<file path="config.mk">
export PLATFORM = sky130hd
export DESIGN_NAME = pcc_queue
export DESIGN_NICKNAME = d
export VERILOG_FILES = /design/src/rtl/pcc_pkg.sv /design/src/rtl/pcc_queue.sv
export VERILOG_INCLUDE_DIRS = /design/src /design/src/rtl
export SDC_FILE = /design/constraint.sdc
export NUM_CORES = 1
export LEC_CHECK = 0
export BUFFER_PORTS_ARGS = -buffer_cell sky130_fd_sc_hd__buf_2
export CAP_MARGIN = 20
export CORE_ASPECT_RATIO = 1.25
export CORE_UTILIZATION = 35
export CTS_BUF_LIST = sky130_fd_sc_hd__clkbuf_16
export CTS_CLUSTER_SIZE = 25
export DETAILED_ROUTE_END_ITERATION = 12
export GPL_TIMING_DRIVEN = 0
export PLACE_DENSITY = 0.61
export SKIP_CTS_REPAIR_TIMING = 1
export SYNTH_ARGS = -nofsm -noshare
export SYNTH_HDL_FRONTEND = slang
export SYNTH_SLANG_ARGS = --single-unit
</file>
<file path="constraint.sdc">
create_clock -name clk -period 6.1 [get_ports clk]
set_clock_uncertainty 0.15 [all_clocks]
set_input_delay 0.305 -clock clk [delete_from_list [all_inputs] [get_ports clk]]
set_output_delay 0.305 -clock clk [all_outputs]
set_load 0.01 [all_outputs]
</file>
<file path="src/rtl/polygon_convexity_check_assert.svh">
// ---------------------------------------------------------------------------
// Assertion macros for the polygon convexity checker
// Concurrent checks on a clock with a synchronous active-low reset; the
// bodies drop out when SYNTHESIS is defined.
// ---------------------------------------------------------------------------
`ifndef POLYGON_CONVEXITY_CHECK_ASSERT_SVH
`define POLYGON_CONVEXITY_CHECK_ASSERT_SVH

`ifndef SYNTHESIS
// Property must hold at every clock edge outside reset
`define PCC_ASSERT(lbl, c, r, p) \
  lbl: assert property (@(posedge c) disable iff (!r) p) else $error("pcc check failed");
// Expression must never be true outside reset
`define PCC_ASSERT_NEVER(lbl, c, r, e) \
  lbl: assert property (@(posedge c) disable iff (!r) !(e)) else $error("pcc check failed");
`else
`define PCC_ASSERT(lbl, c, r, p)
`define PCC_ASSERT_NEVER(lbl, c, r, e)
`endif

`endif

</file>
<file path="src/rtl/pcc_pkg.sv">
// ---------------------------------------------------------------------------
// Polygon convexity checker package
// Widths, queue sizes and the job record passed from front to back.
// ---------------------------------------------------------------------------
package pcc_pkg;

  // Coordinate width (signed Q12.4 at 16 bits)
  localparam int COORD_BITS = 16;
  // Difference of two coordinates, product of two differences, cross product
  localparam int DIFF_W     = COORD_BITS + 1;
  localparam int PROD_W     = 2 * DIFF_W;
  localparam int CROSS_W    = PROD_W + 1;

  // Triples evaluated per vertex: the running one plus two wrap-round ones
  localparam int TRIPLE_N   = 3;
  localparam int TRI_RUN    = 0;
  localparam int TRI_WRAP_A = 1;
  localparam int TRI_WRAP_B = 2;

  // Job queue between front and back (depth a power of two)
  localparam int MQ_DEPTH   = 4;
  localparam int MQ_AW      = $clog2(MQ_DEPTH);
  localparam int MQ_CW      = $clog2(MQ_DEPTH + 1);

  // Result queue
  localparam int OQ_DEPTH   = 2;
  localparam int OQ_AW      = $clog2(OQ_DEPTH);
  localparam int OQ_CW      = $clog2(OQ_DEPTH + 1);

  typedef logic signed [COORD_BITS-1:0] coord_t;
  typedef logic signed [DIFF_W-1:0]     diff_t;
  typedef logic signed [PROD_W-1:0]     prod_t;
  typedef logic signed [CROSS_W-1:0]    cross_t;

  // Cross product (A-B)x(C-B) = ba_x*bc_y - ba_y*bc_x
  typedef struct packed {
    diff_t ba_x;
    diff_t bc_y;
    diff_t ba_y;
    diff_t bc_x;
  } triple_t;

  typedef struct packed {
    logic                            last;
    logic [TRIPLE_N-1:0]             tri_valid;
    triple_t [TRIPLE_N-1:0]          trips;
  } job_t;

endpackage

</file>
<file path="src/rtl/pcc_queue.sv">
// ---------------------------------------------------------------------------
// Polygon convexity checker job queue
// Short first-in first-out store of jobs between front and back.
// ---------------------------------------------------------------------------
`include "polygon_convexity_check_assert.svh"

module pcc_queue (
  input  logic            clk,
  input  logic            rst_n,
  input  logic            push,
  input  pcc_pkg::job_t   push_job,
  output logic            full,
  input  logic            pop,
  output logic            head_valid,
  output pcc_pkg::job_t   head_job
);

  pcc_pkg::job_t                 store_r [pcc_pkg::MQ_DEPTH];
  logic [pcc_pkg::MQ_AW-1:0]     wr_ptr_r, rd_ptr_r;
  logic [pcc_pkg::MQ_CW-1:0]     cnt_r, cnt_nxt;

  assign full       = (cnt_r == pcc_pkg::MQ_CW'(pcc_pkg::MQ_DEPTH));
  assign head_valid = (cnt_r != '0);
  assign head_job   = store_r[rd_ptr_r];

  assign cnt_nxt = cnt_r + pcc_pkg::MQ_CW'(push) - pcc_pkg::MQ_CW'(pop);

  // Advance pointers and count; pointers wrap as the depth is a power of two
  always_ff @(posedge clk) begin
    if (!rst_n) begin
      wr_ptr_r <= '0;
      rd_ptr_r <= '0;
      cnt_r    <= '0;
    end else begin
      if (push) begin
        wr_ptr_r <= wr_ptr_r + 1'b1;
      end
      if (pop) begin
        rd_ptr_r <= rd_ptr_r + 1'b1;
      end
      cnt_r <= cnt_nxt;
    end
  end

  // Write the incoming job
  always_ff @(posedge clk) begin
    if (push) begin
      store_r[wr_ptr_r] <= push_job;
    end
  end

  `PCC_ASSERT(a_mq_bound, clk, rst_n, cnt_r <= pcc_pkg::MQ_CW'(pcc_pkg::MQ_DEPTH))
  `PCC_ASSERT_NEVER(a_mq_pop_empty, clk, rst_n, pop && (cnt_r == '0))
  `PCC_ASSERT(a_mq_grow, clk, rst_n, (push && !pop) |=> (cnt_r == $past(cnt_r) + 1'b1))

endmodule

</file>
# Yosys cells after proc, flatten, opt, wreduce, memory -nomap -nowiden
# Memories as Yosys holds them, arrays and structs flattened. A register that Yosys moved wholly into a read port is not among the register bits.
# Index checks and enable logic that the tools add are counted.
# totals
register_bits	7
elab_cells	14
memories	1
ram_bits	832
# classes
add_sub_neg	4
eq_ne	1
reduce_logical	1
muxes	4
# memory_table
memory	words	word_bits	rd	rd_ports_with_merged_regs	wr	line	text
store_r	4	208	1	1	1	pcc_queue.sv:18	pcc_pkg::job_t store_r [pcc_pkg::MQ_DEPTH];
# op_table
op	n
$add 2x1->2 const B	2
$mux 2	2
$add 3x1->3	1
$eq 3x3->1 const B	1
$reduce_bool 3->1	1
$sub 3x1->3	1
$mux 1	2

# Logic depth before layout (Yosys ltp)
# logic_depth
depth_word	3
depth_mapped	7
ltp_nobuf	7

# Worst setup path after synthesis
# No wires, ideal clock.
# synth_timing
path_type	flip-flop to flip-flop
startpoint	reg wr_ptr_r[0] in the netlist's numbering
endpoint	mem store_r[0][0] in the netlist's numbering (enable)
setup_slack_ps	86
arrival_time_ps	5271
setup_time_ps	593
period_less_slack_ps	6014
stages_incl_launch_ff	4
path_buffers	0
cell_sequence	dfxtp_1 inv_1 ha_1 and2_1
# synth_rtl
element	line	text
start: declaration	pcc_queue.sv:19	logic [pcc_pkg::MQ_AW-1:0] wr_ptr_r, rd_ptr_r;
start signal: assignment	pcc_queue.sv:36	wr_ptr_r <= wr_ptr_r + 1'b1;
end: declaration	pcc_queue.sv:18	
# No word-level cell before the write port.

==> impl_metrics.env <==
export IMPL_place_gp_congestion=0.709
export IMPL_syn_area_per_cell_um2=27.0
export IMPL_slew_headroom=0.397
export IMPL_clk_pin_slew_ns=0.06
export IMPL_final_max_slew_violation_count=0
export IMPL_drive_gt1_frac=0.417
export IMPL_vias_per_cell=4.68
export IMPL_hp_class="input pin to flop"
export IMPL_rr_worst_depth=5
export IMPL_root_buffer="clkbuf_16"
export IMPL_die_w_um=266
export IMPL_dr_pass1_iters=5
export IMPL_nets=2079
export IMPL_cp_max_fo=10
export IMPL_rows=120
export IMPL_routed_wl_mm=65.3
export IMPL_leakage_nw=13.3
export IMPL_drt_iter0_markers=797
export IMPL_dp_hpwl_mm=41.1
export IMPL_finalCritPeriodShare=0.521
export IMPL_dieArea_um2=88100
export IMPL_grt_use_total=0.143
export IMPL_worst_hold_slack_ns=0.280
export IMPL_finalSetupViolCount=0
export IMPL_yosysTopAreaCellShare=0.821
export IMPL_syn_area_um2=30400
export IMPL_worstPathArrival_ns=2.73
export IMPL_numCtsBuffers=84
export IMPL_grt_overflow_total=0
export IMPL_clock_path_buffers=3
export IMPL_finalHoldViolCount=0
export IMPL_wl_per_cell_um=21.1
export IMPL_rsz0062_at_grt="no"
export IMPL_fin_area_um2=39200
export IMPL_dpl_instance_area_um2=34400
export IMPL_portBuffers=421
export IMPL_start_util=0.354
export IMPL_fin_crit_ns=3.18
export IMPL_timing_fmax_ghz=0.314
export IMPL_io_pins=422
export IMPL_grt_start_max_net_pins=57
export IMPL_vias=14500
export IMPL_path_class="flop to output pin"
export IMPL_fin_ws_ns=2.92
export IMPL_clock_sinks=841
export IMPL_fillers=7272
export IMPL_grt_pass1_wl_mm=93.9
export IMPL_ff2ff_setup_slack_ns=3.43
export IMPL_ys_ff_latch=841
export IMPL_crit_required_ns=5.64
export IMPL_antenna_found_initial=6
export IMPL_antenna_left=0
export IMPL_ir_worst_vdd_mv=0.253
export IMPL_ys_types=20
export IMPL_yosys_top_cells_area="edfxtp_1 (82%), mux4_2 (15%), dfxtp_1 (0.59%)"
export IMPL_seq_area_frac_synth=0.827
export IMPL_crit_end="head_job[134]"
export IMPL_syn_num_nets=1348
export IMPL_area_delta_synth_final_pct=29.0
export IMPL_power_total_w=0.0132
export IMPL_htreeDepth=3
export IMPL_reg2reg_to="store_r[1][126]"
export IMPL_core_area_um2=85900
export IMPL_drc=0
export IMPL_tightest_slew_ns=0.905
export IMPL_insertion_delay_ns=0.62
export IMPL_end_kind="output pin"
export IMPL_synth_top_cell_by_area="edfxtp_1"
export IMPL_netlist_instances=1129
export IMPL_status="finished clean"
export IMPL_drv_cap=0
export IMPL_r2r_start="wr_ptr_r[1]"
export IMPL_die_h_um=332
export IMPL_powerDensity_nw_per_um2=336
export IMPL_place_ws_ns=3.40
export IMPL_grt_pass1_vias=14900
export IMPL_start_kind="flop"
export IMPL_ys_warn_count=0
export IMPL_cts_tree="done"
cell type report:
cell class | instances | area, um2 | area share
antenna | 5 | 12.5 | 0.000319
buffer | 46 | 314 | 0.00800
tap | 1159 | 1450 | 0.0370
multi-input combinational | 235 | 4930 | 0.126
clock inverter | 67 | 589 | 0.0150
timing repair buffer | 645 | 4580 | 0.117
clock buffer | 87 | 2180 | 0.0555
inverter | 7 | 26.3 | 0.000670
sequential | 841 | 25200 | 0.641
cells in the mapped netlist, drive strengths merged:
| library cell | instances |
|---|---|
| and3 | 1 |
| ha | 6 |
| a21oi | 1 |
| xor3 | 1 |
| and2 | 6 |
| edfxtp | 832 |
| clkbuf | 3 |
| nand3b | 1 |
| dfxtp | 9 |
| nor2 | 5 |
| xnor2 | 2 |
| mux2i | 1 |
| a21bo | 1 |
| fa | 1 |
| buf | 43 |
| inv | 7 |
| mux4 | 208 |
| or3 | 1 |
worst min path at each step:
stage / cells past startpoint / from / slack, ns / endpoint
finish: 2 / push_job[33] / 0.28 / store_r[2][33]
global route: 2 / push_job[194] / 0.25 / store_r[0][194]
CTS: 1 / push_job[185] / -0.32 / store_r[3][185]
detailed placement: 1 / push_job[46] / 0.37 / store_r[2][46]
global placement: 1 / push_job[60] / 0.36 / store_r[0][60]
floorplan: 0 / push_job[0] / 0.25 / store_r[0][0]
layer usage:
layer / share of wire / global-route usage / wire, um / up-vias
li1: - / - / - / 6393
met1: 0.38 / 0.164 / 25000 / 7555
met2: 0.52 / 0.246 / 34100 / 413
met3: 0.069 / 0.0486 / 4500 / 107
met4: 0.026 / 0.0545 / 1670 / 2
met5: 0.00020 / 0 / 13 / -
flip-flops by register name, indices dropped and copies added, names as in the netlist, named ones only:
| register | count |
|---|---|
| cnt_r | 3 |
| rd_ptr_r | 2 |
| store_r | 832 |
| wr_ptr_r | 2 |
cells in the final DEF (no fill, tap or decap), types with 3 or more instances in the layout:
cell type      count
clkinv_2          13
nor2_1             5
buf_16            13
diode_2            5
edfxtp_1         832
dlygate4sd3_1    211
inv_1             26
clkinv_1          16
clkbuf_1           3
buf_6             15
buf_1              5
bufinv_16         10
clkbuf_16         87
and2_4             4
buf_2            444
inv_6              4
ha_1               6
dfxtp_1            9
mux4_2           208
cells by family after synthesis:
family,synth area share
AOI/OAI and AO/OA,0.000493
xor gates and xnor gates,0.00136
adders and majority gates,0.00313
buffers and inverters,0.0112
DFF,0.827
muxes,0.154
and+or+nand+nor,0.00251
metrics by stage:
step | setup TNS (ns) | utilization | std cells
2_1_floorplan | 0 | - | 1129
3_3_place_gp | -3360.48 | 0.396 | 2709
3_5_place_dp | 0 | 0.400 | 2722
4_1_cts | 0 | 0.432 | 2876
5_1_grt | 0 | 0.457 | 3091
6_report | 0 | 0.457 | 3092
power breakdown:
group | internal (W) | total (W) | switching (W)
logic | 0.000649 | 0.00136 | 0.000715
clock network | 0.00301 | 0.00513 | 0.00212
registers | 0.00664 | 0.00670 | 0.0000565
total | 0.0103 | 0.0132 | 0.00289
worst max-delay path, cell delays in order, from the launching register on:
cell and delay [ns]:
dfxtp_1 0.30, buf_2 0.40, buf_2 0.41, buf_2 0.40, mux4_2 0.35, buf_2 0.20
No activity file was read; power rests on OpenSTA's default activity.
