<file path="src/rtl/polygon_convexity_check_assert.svh">
// ---------------------------------------------------------------------------
// Assertion macros for the polygon convexity checker
// Concurrent checks on a clock with a synchronous active-low reset; the
// bodies drop out when SYNTHESIS is defined.
// ---------------------------------------------------------------------------
`ifndef POLYGON_CONVEXITY_CHECK_ASSERT_SVH
`define POLYGON_CONVEXITY_CHECK_ASSERT_SVH

`ifndef SYNTHESIS
// Property must hold at every clock edge outside reset
`define PCC_ASSERT(lbl, c, r, p) \
  lbl: assert property (@(posedge c) disable iff (!r) p) else $error("pcc check failed");
// Expression must never be true outside reset
`define PCC_ASSERT_NEVER(lbl, c, r, e) \
  lbl: assert property (@(posedge c) disable iff (!r) !(e)) else $error("pcc check failed");
`else
`define PCC_ASSERT(lbl, c, r, p)
`define PCC_ASSERT_NEVER(lbl, c, r, e)
`endif

`endif

</file>
<file path="src/rtl/pcc_pkg.sv">
// ---------------------------------------------------------------------------
// Polygon convexity checker package
// Widths, queue sizes and the job record passed from front to back.
// ---------------------------------------------------------------------------
package pcc_pkg;

  // Coordinate width (signed Q12.4 at 16 bits)
  localparam int COORD_BITS = 16;
  // Difference of two coordinates, product of two differences, cross product
  localparam int DIFF_W     = COORD_BITS + 1;
  localparam int PROD_W     = 2 * DIFF_W;
  localparam int CROSS_W    = PROD_W + 1;

  // Triples evaluated per vertex: the running one plus two wrap-round ones
  localparam int TRIPLE_N   = 3;
  localparam int TRI_RUN    = 0;
  localparam int TRI_WRAP_A = 1;
  localparam int TRI_WRAP_B = 2;

  // Job queue between front and back (depth a power of two)
  localparam int MQ_DEPTH   = 4;
  localparam int MQ_AW      = $clog2(MQ_DEPTH);
  localparam int MQ_CW      = $clog2(MQ_DEPTH + 1);

  // Result queue
  localparam int OQ_DEPTH   = 2;
  localparam int OQ_AW      = $clog2(OQ_DEPTH);
  localparam int OQ_CW      = $clog2(OQ_DEPTH + 1);

  typedef logic signed [COORD_BITS-1:0] coord_t;
  typedef logic signed [DIFF_W-1:0]     diff_t;
  typedef logic signed [PROD_W-1:0]     prod_t;
  typedef logic signed [CROSS_W-1:0]    cross_t;

  // Cross product (A-B)x(C-B) = ba_x*bc_y - ba_y*bc_x
  typedef struct packed {
    diff_t ba_x;
    diff_t bc_y;
    diff_t ba_y;
    diff_t bc_x;
  } triple_t;

  typedef struct packed {
    logic                            last;
    logic [TRIPLE_N-1:0]             tri_valid;
    triple_t [TRIPLE_N-1:0]          trips;
  } job_t;

endpackage

</file>
<file path="src/rtl/pcc_front.sv">
// ---------------------------------------------------------------------------
// Polygon convexity checker front end
// Holds the first two and the two most recent vertices, forms coordinate
// differences for every triple a vertex closes and hands them on as a job.
// ---------------------------------------------------------------------------
module pcc_front (
  input  logic                clk,
  input  logic                rst_n,
  input  logic                accept,
  input  pcc_pkg::coord_t     vertex_x,
  input  pcc_pkg::coord_t     vertex_y,
  input  logic                last_vertex,
  output logic                job_push,
  output pcc_pkg::job_t       job
);

  pcc_pkg::coord_t first_x_r, first_y_r, second_x_r, second_y_r;
  pcc_pkg::coord_t older_x_r, older_y_r, newer_x_r, newer_y_r;
  logic [1:0]      seen_cnt_r, seen_cnt_nxt;
  logic            enough;

  assign enough = (seen_cnt_r >= 2'd2);

  // Difference of two coordinates, exact
  function automatic pcc_pkg::diff_t sub(input pcc_pkg::coord_t a, input pcc_pkg::coord_t b);
    return pcc_pkg::DIFF_W'(a) - pcc_pkg::DIFF_W'(b);
  endfunction

  function automatic pcc_pkg::triple_t make_triple(
    input pcc_pkg::coord_t ax, input pcc_pkg::coord_t ay,
    input pcc_pkg::coord_t bx, input pcc_pkg::coord_t by,
    input pcc_pkg::coord_t cx, input pcc_pkg::coord_t cy);
    pcc_pkg::triple_t t;
    t.ba_x = sub(ax, bx);
    t.bc_y = sub(cy, by);
    t.ba_y = sub(ay, by);
    t.bc_x = sub(cx, bx);
    return t;
  endfunction

  // Build the job: running triple, then the two that close the polygon
  always_comb begin
    job.last = last_vertex;
    job.tri_valid[pcc_pkg::TRI_RUN]    = enough;
    job.tri_valid[pcc_pkg::TRI_WRAP_A] = enough && last_vertex;
    job.tri_valid[pcc_pkg::TRI_WRAP_B] = enough && last_vertex;
    job.trips[pcc_pkg::TRI_RUN] =
      make_triple(older_x_r, older_y_r, newer_x_r, newer_y_r, vertex_x, vertex_y);
    job.trips[pcc_pkg::TRI_WRAP_A] =
      make_triple(newer_x_r, newer_y_r, vertex_x, vertex_y, first_x_r, first_y_r);
    job.trips[pcc_pkg::TRI_WRAP_B] =
      make_triple(vertex_x, vertex_y, first_x_r, first_y_r, second_x_r, second_y_r);
  end

  // Only jobs that carry a triple or close a polygon go to the back
  assign job_push = accept && (enough || last_vertex);

  // Advance the vertex count, saturating at three, clear on the last vertex
  always_comb begin
    seen_cnt_nxt = seen_cnt_r;
    if (accept) begin
      if (last_vertex) begin
        seen_cnt_nxt = 2'd0;
      end else if (seen_cnt_r != 2'd3) begin
        seen_cnt_nxt = seen_cnt_r + 2'd1;
      end
    end
  end

  always_ff @(posedge clk) begin
    if (!rst_n) begin
      seen_cnt_r <= 2'd0;
    end else begin
      seen_cnt_r <= seen_cnt_nxt;
    end
  end

  // Hold the vertices; each is written before it is read
  always_ff @(posedge clk) begin
    if (accept) begin
      if (seen_cnt_r == 2'd0) begin
        first_x_r <= vertex_x;
        first_y_r <= vertex_y;
      end
      if (seen_cnt_r == 2'd1) begin
        second_x_r <= vertex_x;
        second_y_r <= vertex_y;
      end
      older_x_r <= newer_x_r;
      older_y_r <= newer_y_r;
      newer_x_r <= vertex_x;
      newer_y_r <= vertex_y;
    end
  end

endmodule

</file>
<file path="config.mk">
export PLATFORM = sky130hd
export DESIGN_NAME = pcc_front
export DESIGN_NICKNAME = d
export VERILOG_FILES = /design/src/rtl/polygon_convexity_check_assert.svh /design/src/rtl/pcc_pkg.sv /design/src/rtl/pcc_front.sv
export SDC_FILE = /design/constraint.sdc
export NUM_CORES = 1
export LEC_CHECK = 0
export BUFFER_PORTS_ARGS = -buffer_cell sky130_fd_sc_hd__buf_2
export CAP_MARGIN = 20
export CORE_ASPECT_RATIO = 1.1
export CORE_UTILIZATION = 60
export DETAILED_ROUTE_END_ITERATION = 10
export GPL_TIMING_DRIVEN = 0
export PLACE_DENSITY = 0.88
export SLEW_MARGIN = 20
export SYNTH_ARGS = -nofsm -noshare
export SYNTH_HDL_FRONTEND = slang
export SYNTH_SLANG_ARGS = --single-unit
</file>
<file path="constraint.sdc">
create_clock -name clk -period 7.4 [get_ports clk]
set_input_delay 0.74 -clock clk [delete_from_list [all_inputs] [get_ports clk]]
set_output_delay 0.74 -clock clk [all_outputs]
set_load 0.02 [all_outputs]
</file>
### Word-level counts from Yosys, hierarchy flattened

Index checks and enable logic that the tools add are counted.

| cells by class | value |
|---|---|
| add/sub/neg operators | 13 |
| magnitude comparators | 1 |
| equality and inequality tests | 2 |
| muxes and demuxes | 2 |
| reductions and logical operators | 8 |

Operators with widths:

| operator | number |
|---|---|
| subtractor 16 x 16 -> 17 bit | 12 |
| AND reduction 2 bit | 3 |
| two-way mux 2 bit | 2 |
| adder 2 x 1 -> 2 bit (second input constant) | 1 |
| == test 2 x 1 -> 1 bit (second input constant) | 1 |
| greater-or-equal comparator 2 bit (second input constant) | 1 |
| logical AND 1 bit | 2 |
| logical NOT 2 bit | 1 |
| inequality test 2 bit (second input constant) | 1 |
| nonzero test 2 bit | 1 |
| logical OR 1 bit | 1 |

| word-level totals | value |
|---|---|
| bits in registers | 130 |
| input port bits | 36 |

### Logic depth before layout (Yosys ltp)

| logic depth | value |
|---|---|
| depth after elaboration | 3 |
| mapped depth | 9 |
| depth with buffers taken out | 9 |

### Worst setup path after synthesis

Ideal clock, no wire load.

| path | value |
|---|---|
| kind | input to output |
| start | input vertex_y[2] |
| end | output job[101] (netlist name) |
| data arrival time | 2.739 ns |
| required time | 6.660 ns |
| path slack | 3.921 ns |
| stages on the path | 9 |
| path buffers | 1 |
| cells stage by stage | inv_1 > ha_1 > buf_2 > nor2b_1 > o31a_1 > or2_1 > a31oi_2 > o21ai_1 > a221oi_1 |

RTL lines:

| element | line | source |
|---|---|---|
| from (decl) | pcc_front.sv:11 | `input pcc_pkg::coord_t vertex_y,` |
| to (decl) | pcc_front.sv:14 | `output pcc_pkg::job_t job` |

==> impl_metrics.tcl <==
set metrics [dict create \
    worst_slew_pin_slew_ps 973.7 \
    end_kind "output pin" \
    syn-num-nets 1750 \
    final_cell_mix "246 x buf_2, 196 x ha_1, 150 x inv_1, 129 x a21oi_1, 128 x edfxtp_1" \
    drive_gt1_share_pct 17.54 \
    finalWirelength_microns 37830 \
    p_comb_share_pct 48.1 \
    placementRows 57 \
    fin_hold_ws_ps 492.1 \
    min_path_cells 0 \
    postLayoutCoreUtil_pct 71.16 \
    cts_setup_buffers 0 \
    core_sq_um 22040 \
    dp.final_hpwl_microns 30000 \
    drtIter0Drc 910 \
    hold_path.startpoint "newer_y_r[9]" \
    drc 0 \
    stdcell_area_sq_um 15680 \
    status "completed" \
    grt_pass1_wl_microns 57700 \
    syn_inst 1506 \
    avgViaCountPerCell 5.897 \
    synth_async_sr_flop_share_pct 0 \
    holdBufCountCts 0 \
    vias 12270 \
    first_pass_iters 6 \
    ys_seq_area_share_pct 28.96 \
    cp.required_ps 6660 \
    synth_top_area_share_pct 28.66 \
    clock_power_share_pct 25.9 \
    slew_violations 0 \
    max_slew_margin_pct 34.26 \
    antenna_cells 0 \
    grt_antenna_before_repair 0 \
    setup_viol 0 \
    clk_pin_slew_worst_paths_ps 60 \
    fin_setup_tns_ps 0 \
    cts_sinks 130 \
    cts-root-buf "clkbuf_16" \
    synth_cell_types 71 \
    clk_path_buf_depth 2 \
    rrSetupSlack_ps 5810 \
    irDropWorstVdd_v 0.0001702 \
    dp_slack_ps 3428 \
    path_class "in2out" \
    yosysTopAreaCell "edfxtp_1" \
    fill_cells 1673 \
    switchingPower_uw 1452 \
    cts_tree "done" \
    dieArea_sq_um 22960 \
    synth_area_per_cell_sq_um 8.905 \
    fin_crit_sh_pct 54.12 \
    synthTopCellsByArea "edfxtp_1 29%, ha_1 18%, xnor2_1 5.7%" \
    synth_xor_xnor_area_share_pct 8.816 \
    placed_area_sq_um 15070 \
    internal_power_uw 1975 \
    wl_per_cell_microns 18.19 \
    maxCapViolCount 0 \
    seq_power_share_pct 25.9 \
    swShare_pct 42.36 \
    finalHoldViolCount 0 \
    area_growth_pct 16.93 \
    insertion_delay_ps 430 \
    worst_slack_ps 3395 \
    rr_worst_depth 4 \
    synth.area.mux_share_pct 0.3359 \
    grt_max_degree 40 \
    die_y_microns 158.8 \
    start_kind "input port" \
    place.gp.congestion 0.9160 \
    synth_compound_area_share_pct 23.32 \
    hold_path_end "older_y_r[9]" \
    cp_max_fo 8 \
    grt_overflow_total 0 \
    reg2reg_from "seen_cnt_r[1]" \
    synth_top_family_by_area "compound AO/OA/AOI/OAI gates" \
    p_leak_uw 0.007333 \
    synth_ff_type "edfxtp_1" \
    grt_setup_unrepaired "false" \
    synth-seq-cells 130 \
    final.min_clock_period_ps 4005 \
    cp.arrival_ps 3260 \
    fmax_ghz 0.2497 \
    holdCritPathClass "reg2reg" \
    io_pins 245 \
    mostFrequentLayoutCell "buf_2" \
    die_w_microns 144.6 \
    portBuffers 244 \
    start_util_pct 60.86 \
    synthAdderAreaFrac_pct 20.08 \
    yosys_warnings 0 \
    finalClockSkew_ps 9.778 \
    post_cts_resized 0 \
    grt_pass1_vias 11860 \
    ctsHtreeMaxLevel 4 \
    reg2reg_to "first_x_r[12]" \
    synth_edf_count 128 \
    cts-buffers-inserted 17 \
    nNetsFinal 2016 \
    synth_area_sq_um 13410 \
    final_antenna_net_count 0 \
    synthSimpleGateAreaFrac_pct 12.25 \
    powerDensity_nw_per_um2 218.5 \
    grtUsageTotal_pct 32.43 \
]
[worst max path at each step]
stage	startpoint	end	slack, ps
6_report	vertex_y[1]	job[100]	3400
5_1_grt	newer_x_r[6]	job[64]	3230
4_1_cts	vertex_y[1]	job[100]	3420
3_5_place_dp	vertex_y[1]	job[100]	3430
3_3_place_gp	vertex_y[1]	job[100]	3460
2_1_floorplan	vertex_y[2]	job[101]	3920
[synthesized netlist by cell type, drive strengths merged, types with 5 or more instances]
library cell    n
and2            9
o31a           22
buf            13
nor3           21
ha            196
o41a            5
nand2b         26
nand2          76
a211oi         11
o21bai         14
or2             7
a21oi         129
inv           150
edfxtp        128
nor2b          39
and3           14
or3             5
o22ai           6
a31oi          13
nor4            6
nor2          100
o211ai          7
nand3          22
xor2           48
a311oi          6
a221oi          7
o21a           46
fa             12
nand4          11
xnor2          87
o21ai         113
clkbuf         50
a21o           51
[layer usage]
metal | GRT usage [%] | vias to the layer above | share of wire [%] | wire length [microns]
li1 | - | 5901 | - | -
met1 | 35.78 | 5682 | 39 | 14610
met2 | 57.78 | 562 | 50 | 18780
met3 | 5.730 | 120 | 6.8 | 2561
met4 | 17.85 | 0 | 5.0 | 1876
met5 | 0 | - | 0 | 0
[logic make-up (layout without fill, tap and decap cells)]
group | Yosys count | in the layout
AO/OA/AOI/OAI | 476 | 476
buffers and inverters | 213 | 492
XOR/XNOR | 135 | 135
multiplexers | 4 | 4
flip-flops | 130 | 130
adder cells (fa/ha/maj) | 208 | 208
AND/OR/NAND/NOR | 340 | 340
[power by group through the flow]
stage               Clock (uW)  Sequential (uW)  Combinational (uW)
floorplan                    0              895                1120
global placement             0              900                1590
detailed placement           0              902                1620
CTS                        890              887                1630
global route               920              892                1780
finish                     889              888                1650
[metrics by stage]
| stage | instances | power, uW |
|---|---|---|
| after floorplan | 1506 | 2015 |
| after global placement | 2045 | 2491 |
| after detailed placement | 2048 | 2523 |
| after CTS | 2080 | 3410 |
| after global routing | 2080 | 3591 |
| final | 2080 | 3427 |
[critical path, cell delays in order]
cell and delay [ps]:
buf_2 200, inv_1 160, ha_1 330, nor2b_1 150, o31a_1 290, o21ai_0 500
o21ai_0 290, a21oi_1 280, xnor2_1 140, buf_2 180
[state kept, by name, summed over array words and instances, names as in the netlist]
name,flops
second_x_r,16
seen_cnt_r,2
first_x_r,16
newer_y_r,16
second_y_r,16
newer_x_r,16
older_y_r,16
older_x_r,16
first_y_r,16
[cell type report]
type                    count  area, sq um  area share, %
flip-flops and latches    130         3884          24.76
well taps                 295        369.1          2.354
multi-input cells        1163         8693          55.43
clock inverters            15        182.7          1.165
repair buffers            247         1291          8.234
plain buffers              63        274.0          1.747
clock buffers              17        425.4          2.713
inverters                 150        563.0          3.590
No activity file was read; power rests on OpenSTA's default activity.
